## src/rtl/lru_free_list_with_pins_top_defines.svh

```systemverilog
// ----------------------------------------------------------------------------
// lru_free_list_with_pins_top_defines: assertion macros
// Shared property forms for the free list checks, clocked on aclk.
// ----------------------------------------------------------------------------
`ifndef LRU_FREE_LIST_WITH_PINS_TOP_DEFINES_SVH
`define LRU_FREE_LIST_WITH_PINS_TOP_DEFINES_SVH

// same-cycle implication
`define LFL_ASSERT_IMPL(lbl, ante, cons, msg) \
    lbl: assert property (@(posedge aclk) disable iff (!aresetn) (ante) |-> (cons)) \
        else $error(msg);

// next-cycle implication
`define LFL_ASSERT_NEXT(lbl, ante, cons, msg) \
    lbl: assert property (@(posedge aclk) disable iff (!aresetn) (ante) |=> (cons)) \
        else $error(msg);

`endif

```

## src/rtl/lfl_pkg.sv

```systemverilog
`timescale 1ns / 1ps
// ----------------------------------------------------------------------------
// lfl_pkg: free list package
// Sizes, codes, control word layout and the microcode program.
// ----------------------------------------------------------------------------
package lfl_pkg;

    localparam int NUM_BUFFERS = 256;
    localparam int PIN_BITS    = 16;
    localparam int IDX_W       = $clog2(NUM_BUFFERS + 1);
    localparam int BUF_W       = $clog2(NUM_BUFFERS);
    localparam int ID_W        = 8;
    localparam int CNT_OUT_W   = 16;
    localparam int ACT_W       = 2;
    localparam int STEP_W      = 5;

    typedef logic [IDX_W-1:0]     idx_t;
    typedef logic [BUF_W-1:0]     buf_t;
    typedef logic [PIN_BITS-1:0]  pin_t;
    typedef logic [ID_W-1:0]      id_t;
    typedef logic [CNT_OUT_W-1:0] cnt_out_t;
    typedef logic [STEP_W-1:0]    step_t;

    localparam idx_t HEAD_IDX = idx_t'(NUM_BUFFERS);
    localparam pin_t PIN_MAX  = '1;

    typedef enum logic [ACT_W-1:0] {
        ACT_PIN   = 2'd0,
        ACT_UNPIN = 2'd1,
        ACT_TAKE  = 2'd2
    } action_e;

    typedef enum logic [1:0] {
        ST_OK        = 2'd0,
        ST_EMPTY     = 2'd1,
        ST_UNPIN_ERR = 2'd2,
        ST_OVERFLOW  = 2'd3
    } status_e;

    typedef enum logic [1:0] {LT_NONE, LT_NP, LT_FIRST} latch_e;

    typedef enum logic [2:0] {
        C_NONE, C_PIN_OVF, C_PIN_KEEP, C_UNPIN_ZERO, C_UNPIN_KEEP, C_EMPTY
    } cond_e;

    // next link writes: next[p]=n, next[b]=head, next[p]=b
    typedef enum logic [1:0] {NW_NONE, NW_P_N, NW_B_H, NW_P_B} nwr_e;
    // prev link writes: prev[n]=p, prev[b]=head, prev[b]=p, prev[head]=b
    typedef enum logic [2:0] {PW_NONE, PW_N_P, PW_B_H, PW_B_P, PW_H_B} pwr_e;
    typedef enum logic [1:0] {CW_NONE, CW_INC, CW_DEC} cwr_e;
    typedef enum logic [1:0] {FW_NONE, FW_CLR, FW_SET} fwr_e;
    typedef enum logic [1:0] {CS_ZERO, CS_REG, CS_INC, CS_DEC} csel_e;

    typedef struct packed {
        logic    nrd_head;
        logic    prd_head;
        latch_e  latch;
        cond_e   br0_cond;
        step_t   br0_tgt;
        cond_e   br1_cond;
        step_t   br1_tgt;
        nwr_e    nwr;
        pwr_e    pwr;
        cwr_e    cwr;
        fwr_e    fwr;
        logic    done;
        status_e status;
        logic    vsel;
        csel_e   csel;
    } cw_t;

    typedef struct packed {
        logic pin_ovf;
        logic pin_keep;
        logic unpin_zero;
        logic unpin_keep;
        logic empty;
    } flags_t;

    typedef struct packed {
        id_t      victim;
        status_e  status;
        cnt_out_t count;
    } res_t;

    // program addresses
    localparam step_t S_P0      = 5'd0;
    localparam step_t S_P1      = 5'd1;
    localparam step_t S_P2      = 5'd2;
    localparam step_t S_P3      = 5'd3;
    localparam step_t S_PIN_INC = 5'd4;
    localparam step_t S_U0      = 5'd5;
    localparam step_t S_U1      = 5'd6;
    localparam step_t S_U2      = 5'd7;
    localparam step_t S_U3      = 5'd8;
    localparam step_t S_OVF     = 5'd9;
    localparam step_t S_ERR     = 5'd10;
    localparam step_t S_DEC     = 5'd11;
    localparam step_t S_T0      = 5'd12;
    localparam step_t S_T1      = 5'd13;
    localparam step_t S_T2      = 5'd14;
    localparam step_t S_T3      = 5'd15;
    localparam step_t S_T4      = 5'd16;
    localparam step_t S_T5      = 5'd17;
    localparam step_t S_EMPTY   = 5'd18;
    localparam step_t S_NOP     = 5'd19;

    function automatic cw_t ucode(step_t s);
        cw_t w;
        w = '0;
        case (s)
            // pin: read entry, then unlink if free and unpinned
            S_P0: begin
            end
            S_P1: begin
                w.latch    = LT_NP;
                w.br0_cond = C_PIN_OVF;
                w.br0_tgt  = S_OVF;
                w.br1_cond = C_PIN_KEEP;
                w.br1_tgt  = S_PIN_INC;
            end
            S_P2: begin
                w.nwr = NW_P_N;
                w.pwr = PW_N_P;
            end
            S_P3: begin
                w.nwr  = NW_B_H;
                w.pwr  = PW_B_H;
                w.fwr  = FW_CLR;
                w.cwr  = CW_INC;
                w.done = 1'b1;
                w.csel = CS_INC;
            end
            S_PIN_INC: begin
                w.cwr  = CW_INC;
                w.done = 1'b1;
                w.csel = CS_INC;
            end
            // unpin: read tail and count, append at tail on reaching zero
            S_U0: begin
                w.prd_head = 1'b1;
            end
            S_U1: begin
                w.latch    = LT_NP;
                w.br0_cond = C_UNPIN_ZERO;
                w.br0_tgt  = S_ERR;
                w.br1_cond = C_UNPIN_KEEP;
                w.br1_tgt  = S_DEC;
            end
            S_U2: begin
                w.pwr = PW_B_P;
                w.nwr = NW_B_H;
            end
            S_U3: begin
                w.pwr  = PW_H_B;
                w.nwr  = NW_P_B;
                w.cwr  = CW_DEC;
                w.fwr  = FW_SET;
                w.done = 1'b1;
                w.csel = CS_DEC;
            end
            S_OVF: begin
                w.done   = 1'b1;
                w.status = ST_OVERFLOW;
                w.csel   = CS_REG;
            end
            S_ERR: begin
                w.done   = 1'b1;
                w.status = ST_UNPIN_ERR;
            end
            S_DEC: begin
                w.cwr  = CW_DEC;
                w.done = 1'b1;
                w.csel = CS_DEC;
            end
            // take: fetch first entry after head, then unlink it
            S_T0: begin
                w.nrd_head = 1'b1;
            end
            S_T1: begin
                w.latch    = LT_FIRST;
                w.br0_cond = C_EMPTY;
                w.br0_tgt  = S_EMPTY;
            end
            S_T2: begin
            end
            S_T3: begin
                w.latch = LT_NP;
            end
            S_T4: begin
                w.nwr = NW_P_N;
                w.pwr = PW_N_P;
            end
            S_T5: begin
                w.nwr  = NW_B_H;
                w.pwr  = PW_B_H;
                w.fwr  = FW_CLR;
                w.done = 1'b1;
                w.vsel = 1'b1;
                w.csel = CS_REG;
            end
            S_EMPTY: begin
                w.done   = 1'b1;
                w.status = ST_EMPTY;
            end
            S_NOP: begin
                w.done = 1'b1;
            end
            default: begin
                w.done = 1'b1;
            end
        endcase
        return w;
    endfunction

    function automatic idx_t clamp_idx(idx_t i);
        return (i <= HEAD_IDX) ? i : HEAD_IDX;
    endfunction

    // reset order: head, 1, 2, .., N-1, 0, head
    function automatic idx_t init_next(idx_t i);
        idx_t r;
        if (i == HEAD_IDX) begin
            r = idx_t'(1);
        end else if (i == '0) begin
            r = HEAD_IDX;
        end else if (i == idx_t'(NUM_BUFFERS - 1)) begin
            r = '0;
        end else begin
            r = i + idx_t'(1);
        end
        return r;
    endfunction

    function automatic idx_t init_prev(idx_t i);
        idx_t r;
        if (i == idx_t'(1)) begin
            r = HEAD_IDX;
        end else if (i == HEAD_IDX) begin
            r = '0;
        end else if (i == '0) begin
            r = idx_t'(NUM_BUFFERS - 1);
        end else begin
            r = i - idx_t'(1);
        end
        return r;
    endfunction

endpackage

```

## src/rtl/lfl_useq.sv

```systemverilog
`timescale 1ns / 1ps
// ----------------------------------------------------------------------------
// lfl_useq: microcode sequencer
// Step counter over the control program with two-way conditional jumps.
// ----------------------------------------------------------------------------
module lfl_useq (
    input  logic            aclk,
    input  logic            aresetn,
    input  logic            start,
    input  lfl_pkg::step_t  entry,
    input  lfl_pkg::flags_t flags,
    input  logic            hold,
    output lfl_pkg::cw_t    cw,
    output logic            fire,
    output logic            busy
);

    logic           active_reg, active_next;
    lfl_pkg::step_t step_reg, step_next;

    function automatic logic cond_true(lfl_pkg::cond_e c, lfl_pkg::flags_t f);
        logic r;
        case (c)
            lfl_pkg::C_PIN_OVF:    r = f.pin_ovf;
            lfl_pkg::C_PIN_KEEP:   r = f.pin_keep;
            lfl_pkg::C_UNPIN_ZERO: r = f.unpin_zero;
            lfl_pkg::C_UNPIN_KEEP: r = f.unpin_keep;
            lfl_pkg::C_EMPTY:      r = f.empty;
            default:               r = 1'b0;
        endcase
        return r;
    endfunction

    assign cw   = active_reg ? lfl_pkg::ucode(step_reg) : '0;
    // stall the final step while the result register is still full
    assign fire = active_reg && !(cw.done && hold);
    assign busy = active_reg;

    always_comb begin
        active_next = active_reg;
        step_next   = step_reg;
        if (start) begin
            active_next = 1'b1;
            step_next   = entry;
        end else if (fire) begin
            if (cw.done) begin
                active_next = 1'b0;
            end else if (cond_true(cw.br0_cond, flags)) begin
                step_next = cw.br0_tgt;
            end else if (cond_true(cw.br1_cond, flags)) begin
                step_next = cw.br1_tgt;
            end else begin
                step_next = step_reg + lfl_pkg::step_t'(1);
            end
        end
    end

    always_ff @(posedge aclk) begin
        if (!aresetn) begin
            active_reg <= 1'b0;
            step_reg   <= '0;
        end else begin
            active_reg <= active_next;
            step_reg   <= step_next;
        end
    end

endmodule

```

## config.mk

```make
export PLATFORM = sky130hd
export DESIGN_NAME = lfl_useq
export DESIGN_NICKNAME = d
export VERILOG_FILES = /design/src/rtl/lru_free_list_with_pins_top_defines.svh /design/src/rtl/lfl_pkg.sv /design/src/rtl/lfl_useq.sv
export SDC_FILE = /design/constraint.sdc
export NUM_CORES = 1
export LEC_CHECK = 0
export ABC_AREA = 1
export BUFFER_PORTS_ARGS = -buffer_cell sky130_fd_sc_hd__buf_4
export CORE_MARGIN = 2
export CORE_UTILIZATION = 47
export CTS_CLUSTER_SIZE = 28
export DETAILED_ROUTE_END_ITERATION = 16
export GPL_ROUTABILITY_DRIVEN = 0
export HOLD_SLACK_MARGIN = 0.12
export PLACE_DENSITY = 0.92
export SYNTH_ARGS = -nofsm -noshare
export SYNTH_HDL_FRONTEND = slang
export SYNTH_SLANG_ARGS = --single-unit
```

## constraint.sdc

```tcl
create_clock -name aclk -period 2.8 [get_ports aclk]
set_input_delay 0.56 -clock aclk [delete_from_list [all_inputs] [get_ports aclk]]
set_output_delay 0.56 -clock aclk [all_outputs]
set_load 0.02 [all_outputs]
```

; ---- Yosys cells after proc, flatten, opt, wreduce, memory -nomap -nowiden
; Cells that the tools add are included.
[totals]
register_bits = 6
in_bits = 14
output_inout_bits = 37
elab_cells = 77
[op_classes]
n_addsub = 1
n_eq_ne = 29
mux = 30
reduce_logical = 15
[ops]
columns = cell, count
row1 = $eq A5 B4 Y1 const B, 8
row2 = $mux W35, 1
row3 = $mux W5, 5
row4 = $pmux W8 S3, 1
row5 = $eq A5 B3 Y1 const B, 4
row6 = $pmux W5 S4, 1
row7 = $pmux W8 S2, 1
row8 = $eq A5 B5 Y1 const B, 3
row9 = $mux W1, 14
row10 = $eq A3 B2 Y1 const B, 4
row11 = $eq A3 B3 Y1 const B, 4
row12 = $pmux W2 S2, 3
row13 = $pmux W2 S3, 2
row14 = $reduce_or A11 Y1, 1
row15 = $eq A5 B2 Y1 const B, 2
row16 = $pmux W1 S5, 2
row17 = $reduce_or A2 Y1, 5
row18 = $eq A3 B1 Y1 const B, 2
row19 = $add A5 B1 Y5 const B, 1
row20 = $eq A5 B1 Y1 const B, 1
row21 = $logic_not A5 Y1, 1
row22 = $reduce_and A2 Y1, 2
row23 = $reduce_bool A2 Y1, 2
row24 = $reduce_or A3 Y1, 1
row25 = other kinds (3), 4

; ---- Longest topological paths before layout
; Gate-level depths: netlist of the first run.
[logic_depth]
depth_word = 18
depth_mapped = 18
depth_no_buf = 18

; ---- Worst setup path before layout of the first run
; No wires, ideal clock.
[synth_timing]
kind = flip-flop to output port
from = reg step_reg[0]
to = out fire
arrival_time_ns = 1.753
t_required_ns = 2.240
path_slack_ns = 0.487
path_stages_with_launch = 13
path_buffers = 0
cell_sequence = dfxtp_1 > ha_1 > inv_1 > nor2_1 > ha_1 > inv_1 > nand2_1 > nor2_2 > nand3_4 > nor2_1 > nand2_1 > nand2_1 > inv_1
[synth_lines]
columns = item, line
row1 = "start, declared", lfl_useq.sv:19  ; lfl_pkg::step_t step_reg, step_next;
row2 = "start signal, assigned", lfl_useq.sv:64  ; step_reg <= step_next;
row3 = "end, declared", lfl_useq.sv:14  ; output logic fire,

; ---- Worst setup path in the final report of the first run
[layout_timing]
from = reg step_reg[1]
to = out fire
[layout_via]
elab_chain_len = 7
word_cells_on_any_way = 17
cone_classes = eq/ne: 10 / mux: 2 / reduce/logical: 5
[layout_rtl]
columns = item, line
row1 = $eq A5 B5 Y1 (tied with other cells), lfl_pkg.sv:111  ; case (s)
row2 = $reduce_or A11 Y1 (no line) (*), n/a
row3 = $mux W1 (*), lfl_pkg.sv:111
row4 = $mux W35 (*), lfl_useq.sv:34  ; assign cw = active_reg ? lfl_pkg::ucode(step_reg) : '0;
row5 = $logic_and A1 B1 Y1 (*), lfl_useq.sv:36  ; assign fire = active_reg && !(cw.done && hold);
row6 = $logic_not A1 Y1 (*), lfl_useq.sv:36
row7 = $logic_and A1 B1 Y1 (*), lfl_useq.sv:36
; Every way passes the cells marked *; elsewhere a longest branch is shown, timed or not.

==> results.yml, run 1 <==
die:
  placementRows: 17
  die_w_um: 52.8
  start_util: 0.500
  core_sq_mm: 0.00223
  die_area_sq_mm: 0.00278
  ios: 51
  dieHeight_um: 52.8
layout:
  drive_gt1_frac: 0.332
  largest_register_ffs: 5
  final_common_cell: "nand2_1"
  syn_to_final_growth_pct: 29.0
  antenna_cells_inserted: 0
  mostFrequentLayoutCells: "nand2_1 (49), buf_4 (47), nor2_1 (35)"
  final_util: 0.645
  fin_nets: 261
status:
  outcome: "finished, final reports clean"
clock_tree:
  postCtsSetupBuffers: 0
  clock_path_buffers: 2
  tritoncts: "yes"
  post_cts_resized: 0
  ctsHoldBuffers: 0
  htree_levels: 1
  clk_pin_slew_ps: 50
  numCtsBuffers: 3
  clock_sinks: 6
  root_buffer: "clkbuf_4"
  clock_latency_ps: 250
detailed_routing:
  final_antenna_net_count: 0
  drc: 0
  dr.pass1.iters: 4
  initialDrtViolationCount: 42
  via_per_inst: 4.77
  routed_wl_um: 2650
  wl_per_cell_um: 9.96
  num_vias: 1268
worst_setup_path:
  required_ps: 2240
  critPathCaptureType: "output pin"
  criticalPathCategory: "reg2out"
  worst-path-max-fanout: 6
  arrival_ps: 2020
  reg2reg_setup_slack_ps: 420
  cp-start-kind: "flop"
logic_synthesis:
  syn_avg_cell_area_sq_um: 5.59
  syn_area_sq_mm: 0.00112
  yosysTopAreaCell: "nand2_1"
  yosysSeqAreaShare: 0.108
  synth_area_leaders: "nand2_1 (16%), nor2_1 (12%), dfxtp_1 (11%), inv_1 (8.1%), ha_1 (7.8%)"
  ys_types: 27
  syn_inst: 200
  yosysWarnings: 0
  yosys.area.top_type_share: 0.165
  synth-seq-cells: 6
grt:
  antenna_found_initial: 0
  grt_pass1_wl_um: 4390
  overflow: 0
  grt_pass1_vias: 1041
  grt_max_degree: 18
  grtUsageTotal: 0.209
sta:
  maxSlewViolCount: 0
  period_share: 0.920
  rsz0062_at_grt: "no"
  setup_tns_ps: 0
  finClkSkew_ps: 6.58
  finalHoldViolations: 0
  fmax_ghz: 0.388
  period_minus_slack_ps: 2580
  setup_viol: 0
power_and_ir_drop:
  powerDensity_mw_per_mm2: 331
  peakVddDrop_v: 0.000320
  leakagePower_nw: 0.861
  power_uw: 478
placement:
  place_hpwl_um: 2200
  io_buffers: 47
worst_hold_path:
  hold_class: "in2reg"
run:
  max_cap_violations: 0
[layer usage]
| layer | vias up | global-route usage | share of wire |
|---|---|---|---|
| met5 | - | 0 | 0 |
| met4 | 0 | 0.0812 | 0.011 |
| met3 | 2 | 0.0171 | 0.052 |
| met2 | 39 | 0.369 | 0.49 |
| met1 | 548 | 0.260 | 0.45 |
| li1 | 679 | - | - |
[cell usage after synthesis, drive strengths merged]
cell     n
inv     30
xnor2    1
a31oi    2
o21ai    5
ha       7
nand4    4
clkbuf   2
a211oi   1
clkinv   2
nor3     1
dfxtp    6
a22oi    1
nand2   58
nand3   16
nor2    44
a21oi    7
buf     12
conb     1
[through the flow]
| step | setup WS [ps] | instances | instance area, sq um | hold slack (ps) |
|---|---|---|---|---|
| after floorplan | 487 | 202 | 1120 | 627 |
| after global placement | 508 | 263 | 1420 | 648 |
| after detailed placement | 464 | 263 | 1420 | 652 |
| after CTS | 197 | 266 | 1440 | 526 |
| after global routing | 18.8 | 266 | 1440 | 551 |
| final | 223 | 266 | 1440 | 535 |
[cell type report]
type	instances	area, sq um
tap	28	35.0
clock buffer	3	22.5
fill	216	792
inverter	32	120
timing repair buffer	47	353
multi-input combinational	150	790
sequential	6	121
[where the power goes]
part           switching [mW]  internal (mW)
clock network          0.0347         0.0487
logic                   0.170          0.104
registers              0.0246         0.0960
[cell families after synthesis]
kind of cell,Yosys count,synth area share
adder cells (fa/ha/maj),7,0.0784
buffers and inverters,46,0.193
other,1,0.00336
AND/OR/NAND/NOR,123,0.529
XOR/XNOR,1,0.00784
AO/OA/AOI/OAI,16,0.0817
flip-flops,6,0.108
[worst max-delay path: stages, from the launching register on]
cell     delay (ps)
dfxtp_1         400
inv_1           110
ha_1            210
inv_1           130
nor2_4           70
nand2_2         110
nand2_2          60
nor2_2          130
nand3_4         110
nor2_1          130
nand2_1          70
nand2_1          50
inv_1            40
buf_4           140
[path summary, 6_finish.rpt]
| path | start | to | cells past startpoint |
|---|---|---|---|
| max | step_reg[1] | fire | 13 |
| min | aresetn | busy | 3 |
| max reg2reg | step_reg[1] | step_reg[2] | 15 |
| min reg2reg | step_reg[0] | step_reg[0] | 4 |
No activity file was read; power rests on OpenSTA's default activity.
==> run 2, diff against run 1 <==
- CORE_UTILIZATION: 47 -> 30
- PLACE_DENSITY: 0.92 -> 0.67
==> run 2 against run 1 <==
Design area grew 3.5%. First-iteration DRC count shrank 2.4%. Die area grew 52%. Sequential power is essentially flat. Via count is essentially flat. Non-clock buffer count grew 1. Worst hold slack gained 28 ps. Register-to-register slack gained 60 ps. Total power grew 10%. Combinational power grew 2%. Critical endpoint unchanged. Largest power group unchanged.
==> results.yml, run 2 (synthesized netlist as in run 1, its figures left out) <==
worst_setup_path:
  critPathTopFamily: "simple AND/OR/NAND/NOR gates"
  arrival_ps: 1990
  path_buf_inv: 4
  critPathCaptureType: "output pin"
  crit_slowest_cell: "dfxtp_1"
  required_ps: 2240
  criticalPathCategory: "reg2out"
  r2r_start: "step_reg[0]"
  crit_chain: "ha_1 -> inv_1 -> nor2_1 -> ha_1 -> inv_1 -> nand2_1 -> nor2_2 -> nand3_4 -> nor2_1 -> nand2_1 -> nand2_1 -> inv_1 -> buf_4"
  crit_path_start: "step_reg[0]"
  cp-start-kind: "flop"
  max_stage_delay_ps: 350
  worst-path-max-fanout: 6
detailed_routing:
  initialDrtViolationCount: 41
  final_antenna_net_count: 0
  num_vias: 1267
  via_per_inst: 4.41
  wl_per_cell_um: 10.0
  drc: 0
  routed_wl_um: 2880
  dr.pass1.iters: 4
worst_hold_path:
  min_from: "aresetn"
  hold_class: "in2reg"
sta:
  period_share: 0.910
  period_minus_slack_ps: 2550
  fmax_ghz: 0.392
  maxSlewViolCount: 0
  finClkSkew_ps: 1.90
  setup_tns_ps: 0
  setup_viol: 0
  rsz0062_at_grt: "no"
  whs_ps: 563
  finalHoldViolations: 0
clock_tree:
  numCtsBuffers: 3
  post_cts_resized: 0
  postCtsSetupBuffers: 0
  clk_pin_slew_ps: 40
  htree_levels: 1
  ctsHoldBuffers: 0
  clock_sinks: 6
  tritoncts: "yes"
  clock_latency_ps: 220
  root_buffer: "clkbuf_8"
  clock_path_buffers: 2
layout:
  final_util: 0.410
  final_common_cell: "nand2_1"
  fill_cells: 425
  mostFrequentLayoutCells: "nand2_1 (49), buf_4 (48), nor2_1 (35)"
  antenna_cells_inserted: 0
  drive_gt1_frac: 0.331
  fin_nets: 262
  largest_register_ffs: 5
  syn_to_final_growth_pct: 33.5
die:
  ios: 51
  core_sq_mm: 0.00363
  start_util: 0.308
  placementRows: 22
  die_w_um: 65.0
  die_area_sq_mm: 0.00423
  dieHeight_um: 65.0
grt:
  use_met2: 0.260
  met3_usage: 0.0243
  busiest_layer: "met2"
  grtUsageTotal: 0.146
  antenna_found_initial: 0
  grt_pass1_vias: 1137
  grt_max_degree: 18
  overflow: 0
  grt_pass1_wl_um: 5020
  gr-usage-met1: 0.183
run:
  max_cap_violations: 0
placement:
  io_buffers: 47
  place_hpwl_um: 2410
status:
  outcome: "finished, final reports clean"
power_and_ir_drop:
  power_uw: 526
  powerDensity_mw_per_mm2: 353
  peakVddDrop_v: 0.000212
  leakagePower_nw: 0.873
-- run 2: cell count changes in the layout (fill, tap and decap cells not counted), sizes merged --
cell	change
buf	+1
-- run 2: layer usage --
metal / part of all wire / vias to the layer above
met5: 0 / -
met4: 0.0066 / 0
met3: 0.048 / 2
met2: 0.48 / 30
met1: 0.46 / 554
li1: - / 681
-- run 2: metrics by stage --
stage	area [sq um]	setup WS [ps]	cells
6_report	1490	251	287
5_1_grt	1490	4.69	287
4_1_cts	1490	203	287
3_5_place_dp	1450	446	284
3_3_place_gp	1450	478	284
2_1_floorplan	1120	487	202
-- run 2: path summary, 6_finish.rpt --
path,to,slack (ps),depth (start not counted)
min reg2reg,step_reg[2],670,2
min,busy,560,3
max reg2reg,step_reg[0],480,18
max,fire,250,13
-- run 2: worst min-delay path: stages --
cell and delay (ps):
buf_4 110, nand2_1 50, inv_1 40
-- run 2: layout make-up --
cell class	count	area (sq um)	area share
multi-input cells	150	790	0.529
clock buffers	3	41.3	0.0277
inverters	32	120	0.0805
well taps	48	60.1	0.0403
flip-flops and latches	6	120	0.0805
repair buffers	48	360	0.242
-- run 2: where the power goes --
| part | switching [mW] | internal (mW) | total [mW] | leakage, nW |
|---|---|---|---|---|
| clock | 0.0366 | 0.0923 | 0.129 | 0.0216 |
| combinational | 0.173 | 0.106 | 0.279 | 0.802 |
| sequential | 0.0227 | 0.0959 | 0.119 | 0.0499 |
==> run 3, diff against run 2 <==
- PLACE_DENSITY: 0.67 -> not set
==> run 3 against run 2 <==
Utilization decreased by 0.21 points. Sequential cell count unchanged. Via count decreased by 0.87%. Clock-buffer cell count unchanged. First-iteration DRC count decreased by 7.3%. Sequential share of layout area about the same. Worst setup slack got worse by 29 ps.
==> results.yml, run 3 (synthesized netlist as in run 1, its figures left out) <==
status:
  outcome: "finished, final reports clean"
sta:
  fmax_ghz: 0.388
  rsz0062_at_grt: "no"
  fin_ws_ps: 222
  setup_viol: 0
  whs_ps: 564
  period_minus_slack_ps: 2580
  setup_tns_ps: 0
  period_share: 0.921
  finalHoldViolations: 0
  maxSlewViolCount: 0
  finClkSkew_ps: 0.722
die:
  core_sq_mm: 0.00363
  die_area_sq_mm: 0.00423
  placementRows: 22
  die_w_um: 65.0
  ios: 51
  dieHeight_um: 65.0
  start_util: 0.308
grt:
  grt_pass1_vias: 1120
  grt_max_degree: 18
  grtUsageTotal: 0.139
  overflow: 0
  grt_pass1_wl_um: 4750
  antenna_found_initial: 0
placement:
  pre_cts_ws_ps: 419
  place_hpwl_um: 2370
  io_buffers: 47
layout:
  antenna_cells_inserted: 0
  syn_to_final_growth_pct: 32.8
  fin_nets: 261
  final_util: 0.408
  mostFrequentLayoutCells: "nand2_1 (49), buf_4 (47), nor2_1 (35)"
  drive_gt1_frac: 0.328
  largest_register_ffs: 5
  final_common_cell: "nand2_1"
worst_setup_path:
  crit_chain: "ha_1 -> inv_1 -> nor2_1 -> ha_1 -> inv_1 -> nand2_1 -> nor2_2 -> nand3_4 -> nor2_1 -> nand2_1 -> nand2_1 -> inv_1 -> buf_4"
  arrival_ps: 2020
  max_stage_delay_ps: 350
  critPathCaptureType: "output pin"
  reg2reg_setup_slack_ps: 430
  critPathTopFamily: "simple AND/OR/NAND/NOR gates"
  cp-start-kind: "flop"
  criticalPathCategory: "reg2out"
  worst-path-max-fanout: 6
  crit_slowest_cell: "dfxtp_1"
  path_buf_inv: 4
  required_ps: 2240
detailed_routing:
  via_per_inst: 4.39
  dr.pass1.iters: 4
  wl_per_cell_um: 9.96
  num_vias: 1256
  drc: 0
  routed_wl_um: 2850
  initialDrtViolationCount: 38
  final_antenna_net_count: 0
clock_tree:
  ctsHoldBuffers: 0
  clock_path_buffers: 2
  clock_sinks: 6
  clk_pin_slew_ps: 40
  postCtsSetupBuffers: 0
  htree_levels: 1
  post_cts_resized: 0
  tritoncts: "yes"
  root_buffer: "clkbuf_8"
  clock_latency_ps: 220
  numCtsBuffers: 3
power_and_ir_drop:
  leakagePower_nw: 0.868
  powerDensity_mw_per_mm2: 353
  peakVddDrop_v: 0.000202
run:
  max_cap_violations: 0
worst_hold_path:
  hold_class: "in2reg"
-- run 3: power by group --
part           switching [mW]  total, mW  leakage (nW)  internal [mW]
clock network          0.0365      0.129        0.0216         0.0923
registers              0.0253      0.121        0.0499         0.0959
logic                   0.170      0.274         0.797          0.104
-- run 3: stage by stage --
stage / instances / cell area, sq um / total power [mW]
after floorplan: 202 / 1120 / 0.322
final: 286 / 1480 / 0.524
after global routing: 286 / 1480 / 0.575
after CTS: 286 / 1480 / 0.529
after global placement: 283 / 1440 / 0.398
after detailed placement: 283 / 1440 / 0.398
-- run 3: path summary, 6_finish.rpt --
path | to | depth (start not counted) | from
max reg2reg | step_reg[1] | 18 | step_reg[0]
min reg2reg | step_reg[2] | 2 | step_reg[2]
min | busy | 3 | aresetn
max | fire | 13 | step_reg[0]
-- run 3: tightest hold or removal path, delay by kind of cell --
family        cells  cell delay [ps]
simple gates      1               50
buf+inv           2              150
-- run 3: final cells by class --
class | count | area (sq um)
Fill cell | 418 | 2150
Multi-Input combinational cell | 150 | 790
Timing Repair Buffer | 47 | 353
Sequential cell | 6 | 120
Inverter | 32 | 120
Tap cell | 48 | 60.1
Clock buffer | 3 | 41.3
-- run 3: metal layers --
metal,part of all wire,global-route usage
met1,0.49,0.187
met2,0.46,0.237
met3,0.041,0.0156
met4,0.0060,0.0313
met5,0,0
